File: config.mk
export PLATFORM = sky130hd
export DESIGN_NAME = quad_x_motor_mixer
export DESIGN_NICKNAME = d
export VERILOG_FILES = /design/src/qxm_pkg.sv /design/src/qxm_mul.sv /design/src/qxm_root.sv /design/src/quad_x_motor_mixer.sv
export SDC_FILE = /design/constraint.sdc
export NUM_CORES = 2
export LEC_CHECK = 0
export ABC_CLOCK_PERIOD_IN_PS = 32100
export BUFFER_PORTS_ARGS = -buffer_cell sky130_fd_sc_hd__buf_4
export CORE_AREA = 2 2 560 562
export CTS_BUF_LIST = sky130_fd_sc_hd__clkbuf_8
export CTS_CLUSTER_SIZE = 20
export DETAILED_ROUTE_END_ITERATION = 7
export DIE_AREA = 0 0 562 564
export PLACE_DENSITY = 0.52
export SKIP_CTS_REPAIR_TIMING = 1
export SLEW_MARGIN = 30
export SYNTH_ARGS = -nofsm -noshare
export SYNTH_HDL_FRONTEND = slang
export SYNTH_HIERARCHICAL = 1
export SYNTH_SLANG_ARGS = --single-unit
File: constraint.sdc
create_clock -name clk -period 32.1 [get_ports clk]
set_input_delay 1.605 -clock clk [delete_from_list [all_inputs] [get_ports clk]]
set_output_delay 1.605 -clock clk [all_outputs]
set_load 0.02 [all_outputs]
File: src/qxm_pkg.sv
// Package for the quad X-frame motor mixer: item structs, register indexes,
// drive mode codes and datapath widths. No dependencies.
package qxm_pkg;

  typedef struct packed {
    logic               enable_cmd;
    logic signed [31:0] thrust_cmd;
    logic signed [31:0] torque_roll;
    logic signed [31:0] torque_pitch;
    logic signed [31:0] torque_yaw;
    logic        [31:0] now_tick;
  } cmd_t;

  typedef struct packed {
    logic [15:0] motor_one;
    logic [15:0] motor_two;
    logic [15:0] motor_three;
    logic [15:0] motor_four;
    logic [1:0]  drive_mode;
  } mix_t;

  localparam logic [2:0] REG_MASS_GAIN       = 3'd0;
  localparam logic [2:0] REG_ROLL_PITCH_GAIN = 3'd1;
  localparam logic [2:0] REG_YAW_GAIN        = 3'd2;
  localparam logic [2:0] REG_CURVE_A         = 3'd3;
  localparam logic [2:0] REG_CURVE_B         = 3'd4;
  localparam logic [2:0] REG_SHUTOFF_FORCE   = 3'd5;
  localparam logic [2:0] REG_SPINUP_TICKS    = 3'd6;

  localparam logic [1:0] MODE_STOP  = 2'd0;
  localparam logic [1:0] MODE_SPIN  = 2'd1;
  localparam logic [1:0] MODE_RUN   = 2'd2;

  // Serial multiplier: 48-bit multiplicand, 32-bit multiplier, 4-bit digits
  localparam int MUL_A_W  = 48;
  localparam int MUL_B_W  = 32;
  localparam int MUL_P_W  = 80;
  localparam int DIGIT_W  = 4;
  localparam int DIGITS   = MUL_B_W / DIGIT_W;

  // Width of the root search compare
  localparam int CMP_W    = 80;

endpackage

File: src/qxm_mul.sv
// Digit-serial unsigned multiplier, one 4-bit digit of the multiplier per cycle.
// Depends on qxm_pkg.
module qxm_mul (
  input  logic                        clk,
  input  logic                        rst,
  input  logic                        start,
  input  logic [qxm_pkg::MUL_A_W-1:0] mcand,
  input  logic [qxm_pkg::MUL_B_W-1:0] mplier,
  output logic                        done,
  output logic [qxm_pkg::MUL_P_W-1:0] prod
);
  import qxm_pkg::*;

  localparam int CNT_W = $clog2(DIGITS);

  logic [MUL_P_W-1:0]           acc;
  logic [MUL_B_W-1:0]           digits;
  logic [CNT_W-1:0]             cnt;
  logic                         busy;
  logic [MUL_A_W+DIGIT_W-1:0]   pp;

  assign pp   = {{DIGIT_W{1'b0}}, mcand} *
                {{MUL_A_W{1'b0}}, digits[MUL_B_W-1 -: DIGIT_W]};
  assign prod = acc;

  always_ff @(posedge clk) begin
    if (rst) begin
      busy <= 1'b0;
      done <= 1'b0;
      cnt  <= '0;
    end else begin
      done <= 1'b0;
      if (start) begin
        busy   <= 1'b1;
        acc    <= '0;
        digits <= mplier;
        cnt    <= CNT_W'(DIGITS - 1);
      end else if (busy) begin
        // most significant digit first: shift and add
        acc    <= {acc[MUL_P_W-DIGIT_W-1:0], {DIGIT_W{1'b0}}} + MUL_P_W'(pp);
        digits <= {digits[MUL_B_W-DIGIT_W-1:0], {DIGIT_W{1'b0}}};
        cnt    <= cnt - CNT_W'(1);
        if (cnt == '0) begin
          busy <= 1'b0;
          done <= 1'b1;
        end
      end
    end
  end

endmodule

File: src/qxm_root.sv
// Bit-serial inverse of the thrust curve a*r^2 + b*FULL*r <= rhs, one ratio
// bit per compare phase, running sums kept by shift and add. Depends on qxm_pkg.
module qxm_root #(
  parameter int RATIO_WIDTH = 16
) (
  input  logic                      clk,
  input  logic                      rst,
  input  logic                      start,
  input  logic [31:0]               curve_a,
  input  logic [31:0]               curve_b,
  input  logic [qxm_pkg::CMP_W-1:0] rhs,
  output logic                      done,
  output logic [RATIO_WIDTH-1:0]    ratio
);
  import qxm_pkg::*;

  localparam int KW   = $clog2(RATIO_WIDTH);
  localparam int AW   = 32 + RATIO_WIDTH;
  localparam int INCW = AW + 2;

  logic [RATIO_WIDTH-1:0] r;
  logic [AW-1:0]          ar;
  logic [CMP_W-1:0]       lsum;
  logic [INCW-1:0]        inc;
  logic [KW-1:0]          k;
  logic                   busy;
  logic                   phase;

  logic [AW-1:0]    a_sh;
  logic [AW-1:0]    bf;
  logic [INCW-1:0]  inc_next;
  logic [CMP_W-1:0] cand;

  assign a_sh     = AW'(curve_a) << k;
  assign bf       = {curve_b, {RATIO_WIDTH{1'b0}}} - AW'(curve_b);
  assign inc_next = {1'b0, ar, 1'b0} + INCW'(a_sh) + INCW'(bf);
  assign cand     = lsum + (CMP_W'(inc) << k);
  assign ratio    = r;

  always_ff @(posedge clk) begin
    if (rst) begin
      busy  <= 1'b0;
      done  <= 1'b0;
      phase <= 1'b0;
    end else begin
      done <= 1'b0;
      if (start) begin
        busy  <= 1'b1;
        phase <= 1'b0;
        r     <= '0;
        ar    <= '0;
        lsum  <= '0;
        k     <= KW'(RATIO_WIDTH - 1);
      end else if (busy) begin
        phase <= ~phase;
        if (!phase) begin
          inc <= inc_next;
        end else begin
          if (cand <= rhs) begin
            lsum <= cand;
            r[k] <= 1'b1;
            ar   <= ar + a_sh;
          end
          if (k == '0) begin
            busy <= 1'b0;
            done <= 1'b1;
          end else begin
            k <= k - KW'(1);
          end
        end
      end
    end
  end

endmodule

File: src/quad_x_motor_mixer.sv
// Quad X-frame motor mixer, top level: command and mix channels, register
// file and sequencer. Depends on qxm_pkg, qxm_mul and qxm_root.
//
// Each command item yields one mix item. A disabled command, or one whose
// thrust times mass_gain falls below shutoff_force, stops all motors
// (drive_mode 0), clears the running flag and stamps now_tick. While not
// running and fewer than spinup_ticks ticks have passed since that stamp,
// every motor gets the fixed spin-up ratio (drive_mode 1). Otherwise the
// thrust and torques are mixed into four motor forces, the quadratic thrust
// curve is inverted per motor and the ratio is clamped to [FULL/10, FULL]
// with FULL = 2^RATIO_WIDTH-1 (drive_mode 2). Every pass through the shared
// 4-bit-digit multiplier goes through a start, 8 digits and a pick-up. A stop
// or spin-up item passes through the accept, one multiply for the shutoff
// test, the decision and the output load. A running item adds three more
// multiplies for the torques, the mix, and per motor one multiply for the
// force scaling plus a bit-serial root search. A motor with a negative force
// skips its multiply and search and takes the floor ratio. One item is
// worked on at a time; a new command is taken as soon as the previous result
// sits in the output register, so a stalled receiver holds the input off.
module quad_x_motor_mixer #(
  parameter int RATIO_WIDTH = 16
) (
  input  logic           clk,
  input  logic           rst,
  input  logic           cfg_we,
  input  logic [2:0]     cfg_index,
  input  logic [31:0]    cfg_data,
  input  logic           cmd_valid,
  output logic           cmd_ready,
  input  qxm_pkg::cmd_t  cmd,
  output logic           mix_valid,
  input  logic           mix_ready,
  output qxm_pkg::mix_t  mix
);
  import qxm_pkg::*;

  localparam logic [RATIO_WIDTH-1:0] FULL_RATIO  = {RATIO_WIDTH{1'b1}};
  localparam logic [RATIO_WIDTH-1:0] FLOOR_RATIO = FULL_RATIO / 10;
  localparam logic [15:0] SPIN_RATIO = 16'(10000 >> (16 - RATIO_WIDTH));
  localparam logic [31:0] FULL_SQ    = 32'(FULL_RATIO * FULL_RATIO);

  typedef enum logic [8:0] {
    S_IDLE   = 9'b000000001,
    S_MUL    = 9'b000000010,
    S_MWAIT  = 9'b000000100,
    S_DECIDE = 9'b000001000,
    S_MIX    = 9'b000010000,
    S_FSEL   = 9'b000100000,
    S_RSTART = 9'b001000000,
    S_RWAIT  = 9'b010000000,
    S_OUT    = 9'b100000000
  } state_t;

  typedef enum logic [2:0] {
    ST_T = 3'd0,
    ST_R = 3'd1,
    ST_P = 3'd2,
    ST_Y = 3'd3,
    ST_K = 3'd4
  } step_t;

  // configuration registers
  logic [31:0] mass_gain, roll_pitch_gain, yaw_gain, curve_a, curve_b;
  logic [30:0] shutoff_force;
  logic [15:0] spinup_ticks;

  // block state
  logic        running;
  logic [31:0] stop_stamp;

  // sequencer and datapath registers
  state_t                 state;
  step_t                  step;
  logic [1:0]             motor;
  cmd_t                   item;
  logic signed [63:0]     tprod;
  logic signed [27:0]     rterm, pterm, yterm;
  logic signed [39:0]     motor_force [4];
  logic [RATIO_WIDTH-1:0] ratio [4];
  logic [CMP_W-1:0]       rhs;
  mix_t                   res;

  // multiplier and root unit hookup
  logic               mul_start, mul_done, root_start, root_done;
  logic [MUL_A_W-1:0] mcand;
  logic [MUL_B_W-1:0] mplier;
  logic [MUL_P_W-1:0] prod;
  logic               neg;
  logic [63:0]        mag64;
  logic signed [63:0] sprod;
  logic [RATIO_WIDTH-1:0] root_ratio;
  logic signed [41:0] te, re, pe, ye;
  logic signed [41:0] fsum [4];
  logic               stop_now, spin_now;
  logic [31:0]        since_stop;

  function automatic logic [31:0] mag32(input logic signed [31:0] x);
    mag32 = x[31] ? (~x + 32'd1) : x;
  endfunction

  assign cmd_ready  = (state == S_IDLE);
  assign mul_start  = (state == S_MUL);
  assign root_start = (state == S_RSTART);

  // pick the operands of the shared multiplier by step
  always_comb begin
    mcand  = '0;
    mplier = '0;
    neg    = 1'b0;
    case (step)
      ST_T: begin
        mcand  = MUL_A_W'(mag32(item.thrust_cmd));
        mplier = mass_gain;
        neg    = item.thrust_cmd[31];
      end
      ST_R: begin
        mcand  = MUL_A_W'(mag32(item.torque_roll));
        mplier = roll_pitch_gain;
        neg    = item.torque_roll[31];
      end
      ST_P: begin
        mcand  = MUL_A_W'(mag32(item.torque_pitch));
        mplier = roll_pitch_gain;
        neg    = item.torque_pitch[31];
      end
      ST_Y: begin
        mcand  = MUL_A_W'(mag32(item.torque_yaw));
        mplier = yaw_gain;
        neg    = item.torque_yaw[31];
      end
      ST_K: begin
        mcand  = MUL_A_W'(motor_force[motor]);
        mplier = FULL_SQ;
      end
      default: begin
        mcand  = '0;
        mplier = '0;
      end
    endcase
  end

  // products stay below 2^63, so the low word plus sign gives the signed value
  assign mag64 = prod[63:0];
  assign sprod = neg ? $signed(~mag64 + 64'd1) : $signed(mag64);

  // stop and spin-up decisions from the registered thrust product
  assign stop_now   = !item.enable_cmd ||
                      (tprod < $signed({9'b0, shutoff_force, 24'b0}));
  assign since_stop = item.now_tick - stop_stamp;
  assign spin_now   = !running && (since_stop < {16'b0, spinup_ticks});

  // X-frame mix, each sum exact, then floor divide by four
  assign te = 42'(40'(tprod >>> 24));
  assign re = 42'(rterm);
  assign pe = 42'(pterm);
  assign ye = 42'(yterm);
  assign fsum[0] = (te - re - pe - ye) >>> 2;
  assign fsum[1] = (te - re + pe + ye) >>> 2;
  assign fsum[2] = (te + re + pe - ye) >>> 2;
  assign fsum[3] = (te + re - pe + ye) >>> 2;

  qxm_mul u_mul (
    .clk    (clk),
    .rst    (rst),
    .start  (mul_start),
    .mcand  (mcand),
    .mplier (mplier),
    .done   (mul_done),
    .prod   (prod)
  );

  qxm_root #(.RATIO_WIDTH(RATIO_WIDTH)) u_root (
    .clk     (clk),
    .rst     (rst),
    .start   (root_start),
    .curve_a (curve_a),
    .curve_b (curve_b),
    .rhs     (rhs),
    .done    (root_done),
    .ratio   (root_ratio)
  );

  // configuration writes; indexes past the list drop
  always_ff @(posedge clk) begin
    if (rst) begin
      mass_gain       <= 32'd452985;
      roll_pitch_gain <= 32'd515396075;
      yaw_gain        <= 32'd2818572288;
      curve_a         <= 32'd1543503;
      curve_b         <= 32'd671089;
      shutoff_force   <= 31'd293;
      spinup_ticks    <= 16'd200;
    end else if (cfg_we) begin
      case (cfg_index)
        REG_MASS_GAIN:       mass_gain       <= cfg_data;
        REG_ROLL_PITCH_GAIN: roll_pitch_gain <= cfg_data;
        REG_YAW_GAIN:        yaw_gain        <= cfg_data;
        REG_CURVE_A:         curve_a         <= cfg_data;
        REG_CURVE_B:         curve_b         <= cfg_data;
        REG_SHUTOFF_FORCE:   shutoff_force   <= cfg_data[30:0];
        REG_SPINUP_TICKS:    spinup_ticks    <= cfg_data[15:0];
        default: ;
      endcase
    end
  end

  // sequencer
  always_ff @(posedge clk) begin
    if (rst) begin
      state      <= S_IDLE;
      step       <= ST_T;
      motor      <= 2'd0;
      running    <= 1'b0;
      stop_stamp <= 32'd0;
      mix_valid  <= 1'b0;
    end else begin
      // drop the valid once taken; S_OUT reloads it on its own
      if (mix_valid && mix_ready && state != S_OUT) mix_valid <= 1'b0;
      case (state)
        S_IDLE: begin
          if (cmd_valid) begin
            item  <= cmd;
            step  <= ST_T;
            state <= S_MUL;
          end
        end
        S_MUL: state <= S_MWAIT;
        S_MWAIT: begin
          if (mul_done) begin
            case (step)
              ST_T: begin
                tprod <= sprod;
                state <= S_DECIDE;
              end
              ST_R: begin
                rterm <= 28'(sprod >>> 36);
                step  <= ST_P;
                state <= S_MUL;
              end
              ST_P: begin
                pterm <= 28'(sprod >>> 36);
                step  <= ST_Y;
                state <= S_MUL;
              end
              ST_Y: begin
                yterm <= 28'(sprod >>> 36);
                state <= S_MIX;
              end
              default: begin
                // scale the force side by FULL^2 * 2^8
                rhs   <= {prod[CMP_W-9:0], 8'b0};
                state <= S_RSTART;
              end
            endcase
          end
        end
        S_DECIDE: begin
          if (stop_now) begin
            stop_stamp <= item.now_tick;
            running    <= 1'b0;
            res        <= '{16'd0, 16'd0, 16'd0, 16'd0, MODE_STOP};
            state      <= S_OUT;
          end else if (spin_now) begin
            res   <= '{SPIN_RATIO, SPIN_RATIO, SPIN_RATIO, SPIN_RATIO, MODE_SPIN};
            state <= S_OUT;
          end else begin
            running <= 1'b1;
            step    <= ST_R;
            state   <= S_MUL;
          end
        end
        S_MIX: begin
          for (int i = 0; i < 4; i++) motor_force[i] <= 40'(fsum[i]);
          motor <= 2'd0;
          step  <= ST_K;
          state <= S_FSEL;
        end
        S_FSEL: begin
          // negative force: skip the search, take the floor ratio
          if (motor_force[motor][39]) begin
            ratio[motor] <= FLOOR_RATIO;
            motor        <= motor + 2'd1;
            if (motor == 2'd3) state <= S_OUT;
          end else begin
            state <= S_MUL;
          end
        end
        S_RSTART: state <= S_RWAIT;
        S_RWAIT: begin
          if (root_done) begin
            ratio[motor] <= (root_ratio < FLOOR_RATIO) ? FLOOR_RATIO : root_ratio;
            motor        <= motor + 2'd1;
            state        <= (motor == 2'd3) ? S_OUT : S_FSEL;
          end
        end
        S_OUT: begin
          // hold until the output register is free
          if (!mix_valid || mix_ready) begin
            if (step == ST_K) begin
              mix <= '{16'(ratio[0]), 16'(ratio[1]), 16'(ratio[2]), 16'(ratio[3]),
                       MODE_RUN};
            end else begin
              mix <= res;
            end
            mix_valid <= 1'b1;
            state     <= S_IDLE;
          end
        end
        default: state <= S_IDLE;
      endcase
    end
  end

endmodule

; Word level (Yosys, flattened, before mapping)
; Memories as Yosys holds them, arrays and structs flattened. A register that Yosys moved wholly into a read port is not among the register bits.
; Index checks and enable logic that the tools add are counted.
[op_classes]
bitwise = 13
muxes = 78
n_shift = 2
eq_ne = 32
n_reduce_logical = 49
mul = 1
n_addsub = 25
order_cmp = 6
[ops]
columns = cell, count
row1 = $mux W80, 3
row2 = $pmux W48 S5, 1
row3 = $mux W32, 6
row4 = $mux W64, 3
row5 = $mux W48, 3
row6 = $add A32 B1 Y32 const B, 4
row7 = $not A32 Y32, 4
row8 = $pmux W32 S4, 1
row9 = $add A41 B28 Y42, 2
row10 = $add A42 B28 Y42, 2
row11 = $sub A41 B28 Y42, 2
row12 = $sub A42 B28 Y42, 2
row13 = $mux W9, 9
row14 = $pmux W9 S9, 1
row15 = $add A80 B80 Y80, 1
row16 = $le A80 B80 Y1, 1
row17 = $mux W16, 5
row18 = $shl A50 B4 Y80, 1
row19 = $add A72 B52 Y72, 1
row20 = $mux W72, 1
row21 = $add A64 B1 Y64 const B, 1
row22 = $lt A64 B56 Y1, 1
row23 = $not A64 Y64, 1
row24 = $mul A48 B4 Y52, 1
row25 = other kinds (61), 149
[totals]
in_bits = 201
output_inout_bits = 68
ff_bits = 1033
word_cells = 259
ramBits = 224
memories = 2
[mem_list]
columns = name, words, word_bits, read_ports, rd_ports_with_merged_regs, wr, line
row1 = motor_force, 4, 40, 1, 1, 4, quad_x_motor_mixer.sv:78  ; logic signed [39:0] motor_force [4];
row2 = ratio, 4, 16, 4, 0, 1, quad_x_motor_mixer.sv:79  ; logic [RATIO_WIDTH-1:0] ratio [4];

; Longest topological paths before layout
[depth]
ltp_word = 8
depth_mapped = 33
depth_no_buf = 29

; By module
; The synthesis kept the hierarchy.
[modules_own_cells]
columns = mod, cells_each, seq_area_each_um2, area_each_um2, instances
row1 = quad_x_motor_mixer, 5164, 24603.6, 53771.6, 1
row2 = qxm_root, 3191, 6005.8, 26349.0, 1
row3 = qxm_mul, 1385, 3463.3, 12917.4, 1

; Worst setup path before layout
; OpenSTA, ideal clock, no wires.
[synth_path]
path_type = flip-flop to flip-flop
from = reg u_root.k[0]
to = reg u_root.ar[0] (enable)
slack_ps = 14825
synth_period_minus_slack_ps = 17275
stages_incl_launch_ff = 24
t_arrival_ps = 16407
required_ps = 31232
path_buffers = 4
setup_time_ps = 868
cell_sequence = edfxtp_1 clkbuf_1 buf_1 buf_1 mux4_2 mux2i_1 nand2_1 o21a_1 ha_1 clkbuf_1 nand2_1 or4_4 a2111oi_4 o211a_1 o211ai_2 a211oi_1 xor2_1 ha_1 nand4_1 nor2_1 nand4_1 nor3_1 a21oi_1 o32ai_1
[synth_between]
elab_chain_len = 5
[synth_lines]
columns = item, line
row1 = "start, declared", qxm_root.sv:25  ; logic [KW-1:0] k;
row2 = "start signal, assigned", qxm_root.sv:53  ; k <= KW'(RATIO_WIDTH - 1);
row3 = "start signal, assigned", qxm_root.sv:68  ; k <= k - KW'(1);
row4 = $shl A50 B4 Y80, qxm_root.sv:37  ; assign cand = lsum + (CMP_W'(inc) << k);
row5 = $add A80 B80 Y80, qxm_root.sv:37
row6 = named net u_root.cand[79], qxm_root.sv:32  ; logic [CMP_W-1:0] cand;
row7 = $le A80 B80 Y1, qxm_root.sv:59  ; if (cand <= rhs) begin
row8 = $reduce_bool A2 Y1 (no source line), --
row9 = $reduce_and A4 Y1 (no source line), --
row10 = "end signal, assigned", qxm_root.sv:62  ; ar <= ar + a_sh;
row11 = "end, declared", qxm_root.sv:22  ; logic [AW-1:0] ar;
; The timed path passes the listed nets, and every way through them passes these cells.
; A chain may end at the register's enable or synchronous reset.

; Worst setup path after layout
[layout_path]
from = reg u_root.k[0]
to = reg u_root.ar[34] (enable)
; The elaborated chain is that of the path after synthesis.

==> flow_summary.json <==
{
  "multi_input_area_mm2": 0.0535,
  "rr_endpoint": "u_root/ar[34]",
  "synth_area_mm2": 0.0926,
  "critical_path_required_ns": 32.75,
  "synthCells": 9696,
  "drive_gt1_frac": 0.102,
  "dr.pass1.iters": 6,
  "post_drt_wl_per_cell_um": 22.4,
  "wl_met2_um": 149000,
  "endpoint_kind": "register",
  "gr-usage-all-layers": 0.195,
  "timing.hold.ws_ns": 0.403,
  "fp.dieH_um": 564,
  "nFillCells": 32100,
  "rows": 205,
  "fin_util": 0.335,
  "r2r_slack_ns": 22.94,
  "numCtsBuffers": 232,
  "max_cap_violations": 0,
  "mostFrequentLayoutCells": "1092 x inv_1, 956 x nand2_1, 950 x edfxtp_1",
  "dpl_cell_area_mm2": 0.0992,
  "slew_viol_final": 0,
  "outcome": "finished clean",
  "finalSetupViolCount": 0,
  "worst_slack_ns": 22.94,
  "stdcell_count": 14200,
  "die_w_um": 562,
  "port_buffers": 268,
  "crit_buf_inv": 5,
  "nets": 11100,
  "r2r_start": "u_root/k[0]",
  "yosysWarningCount": 6,
  "area_growth_pct": 12.5,
  "hold_path_end": "rhs[78]",
  "grt_pass1_wl_um": 471000,
  "grt_start_max_net_pins": 188,
  "post-route-period-util": 0.286,
  "overflow": 0,
  "rr_worst_depth": 26,
  "grt_pass1_vias": 73500,
  "fin_setup_tns_ns": 0,
  "worst_setup_path_start_kind": "register",
  "powerDensity_mw_per_mm2": 51.7,
  "finalPower_mw": 5.38,
  "min_path_cells": 0,
  "worst-slew-pin-transition_ns": 0.984,
  "drcViolationCount": 0,
  "holdCritStartpoint": "u_mul/prod[70]",
  "min_period_ns": 9.16,
  "gp_congestion": 0.926,
  "clkLatencyLatePin_ns": 1.04,
  "cp_max_fo": 59,
  "start_util": 0.298,
  "crit_path_frequent_cell": "buf_4",
  "synth.avg_cell_area_um2": 9.55,
  "grt_setup_unrepaired": "false",
  "m1WireLength_um": 141000,
  "maxUsedRoutingLayer": "met5",
  "clkSinkCount": 1215,
  "fin_area_mm2": 0.104,
  "fmaxAchievable_mhz": 109,
  "routed-wl-met3_um": 16200,
  "dpl.cell_count": 13800,
  "fin_skew_ns": 0.141,
  "p_leak_nw": 42.3,
  "pre_cts_ws_ns": 22.34,
  "clk_pin_slew_ns": 0.06,
  "vias": 73600,
  "mostFrequentLayoutCell": "inv_1",
  "antenna_found_initial": 23,
  "dp_hpwl_um": 249000,
  "critPathKind": "register to register",
  "min_path_type": "register to register",
  "cts_tree": "yes",
  "core_mm2": 0.311,
  "clock_path_buffers": 4,
  "io_pins": 269,
  "hold_violations": 0,
  "relSlewSlack": 0.337,
  "wirelength_um": 319000,
  "die_area_mm2": 0.317,
  "ir_drop_uv": 79.1,
  "cpMaxStageDelayCell": "buf_4",
  "seqCellArea_mm2": 0.0338,
  "cts_root_buffer": "clkbuf_8",
  "via_per_inst": 5.17,
  "critPathTopFamily": "compound AO/OA/AOI/OAI gates",
  "slowest_delay_ns": 0.77,
  "final_antenna_net_count": 0,
  "drtIter0Drc": 5842,
  "htreeDepth": 4,
  "crit_arrival_ns": 9.82
}
[layout make-up]
class                           instances  area share
Inverter                             1037      0.0375
Antenna cell                            3   0.0000721
Tap cell                             4140      0.0497
Clock buffer                          245      0.0324
Timing Repair Buffer                  357      0.0275
Clock inverter                        184      0.0140
Sequential cell                      1215       0.325
Multi-Input combinational cell       7053       0.514
[layer usage]
metal,track usage,vias up
li1,-,34500
met1,0.259,36600
met2,0.326,2046
met3,0.0245,464
met4,0.0705,6
met5,0,-
[report_power, final]
part	internal (mW)	leakage [nW]	switching, mW
logic	0.671	28.9	1.16
registers	1.84	10.8	0.0625
clock network	0.883	2.68	0.766
total	3.40	42.3	1.99
[worst register-to-register path: cells and delay by family, from the launching register on]
family / cells / cell delay, ns
DFF: 1 / 0.35
xor gates and xnor gates: 1 / 0.18
and+or+nand+nor: 2 / 0.57
AOI/OAI and AO/OA: 14 / 3.66
buffers and inverters: 5 / 2.34
muxes: 2 / 0.89
adders and majority gates: 2 / 0.72
[worst max-delay path by stage]
stage,start,cells after the start,slack (ns),to
after floorplan,u_root/k[0],23,14.83,u_root/ar[0]
after global placement,u_root/k[0],27,22.25,u_root/ar[39]
after detailed placement,u_root/k[0],27,22.34,u_root/ar[41]
after CTS,u_root/k[0],22,22.28,u_root/ar[39]
after global routing,u_root/k[0],28,22.38,u_root/ar[34]
final,u_root/k[0],26,22.94,u_root/ar[34]
[state kept, by name, summed over array words and instances (netlist names), 40 cells and up, named ones only]
register     count
motor_force    160
u_root/lsum     80
mix             66
u_root/ar       48
u_mul/prod      72
u_root/inc      50
item           161
ratio           64
tprod           40
rhs             72
(Power assumes the default switching activity.)
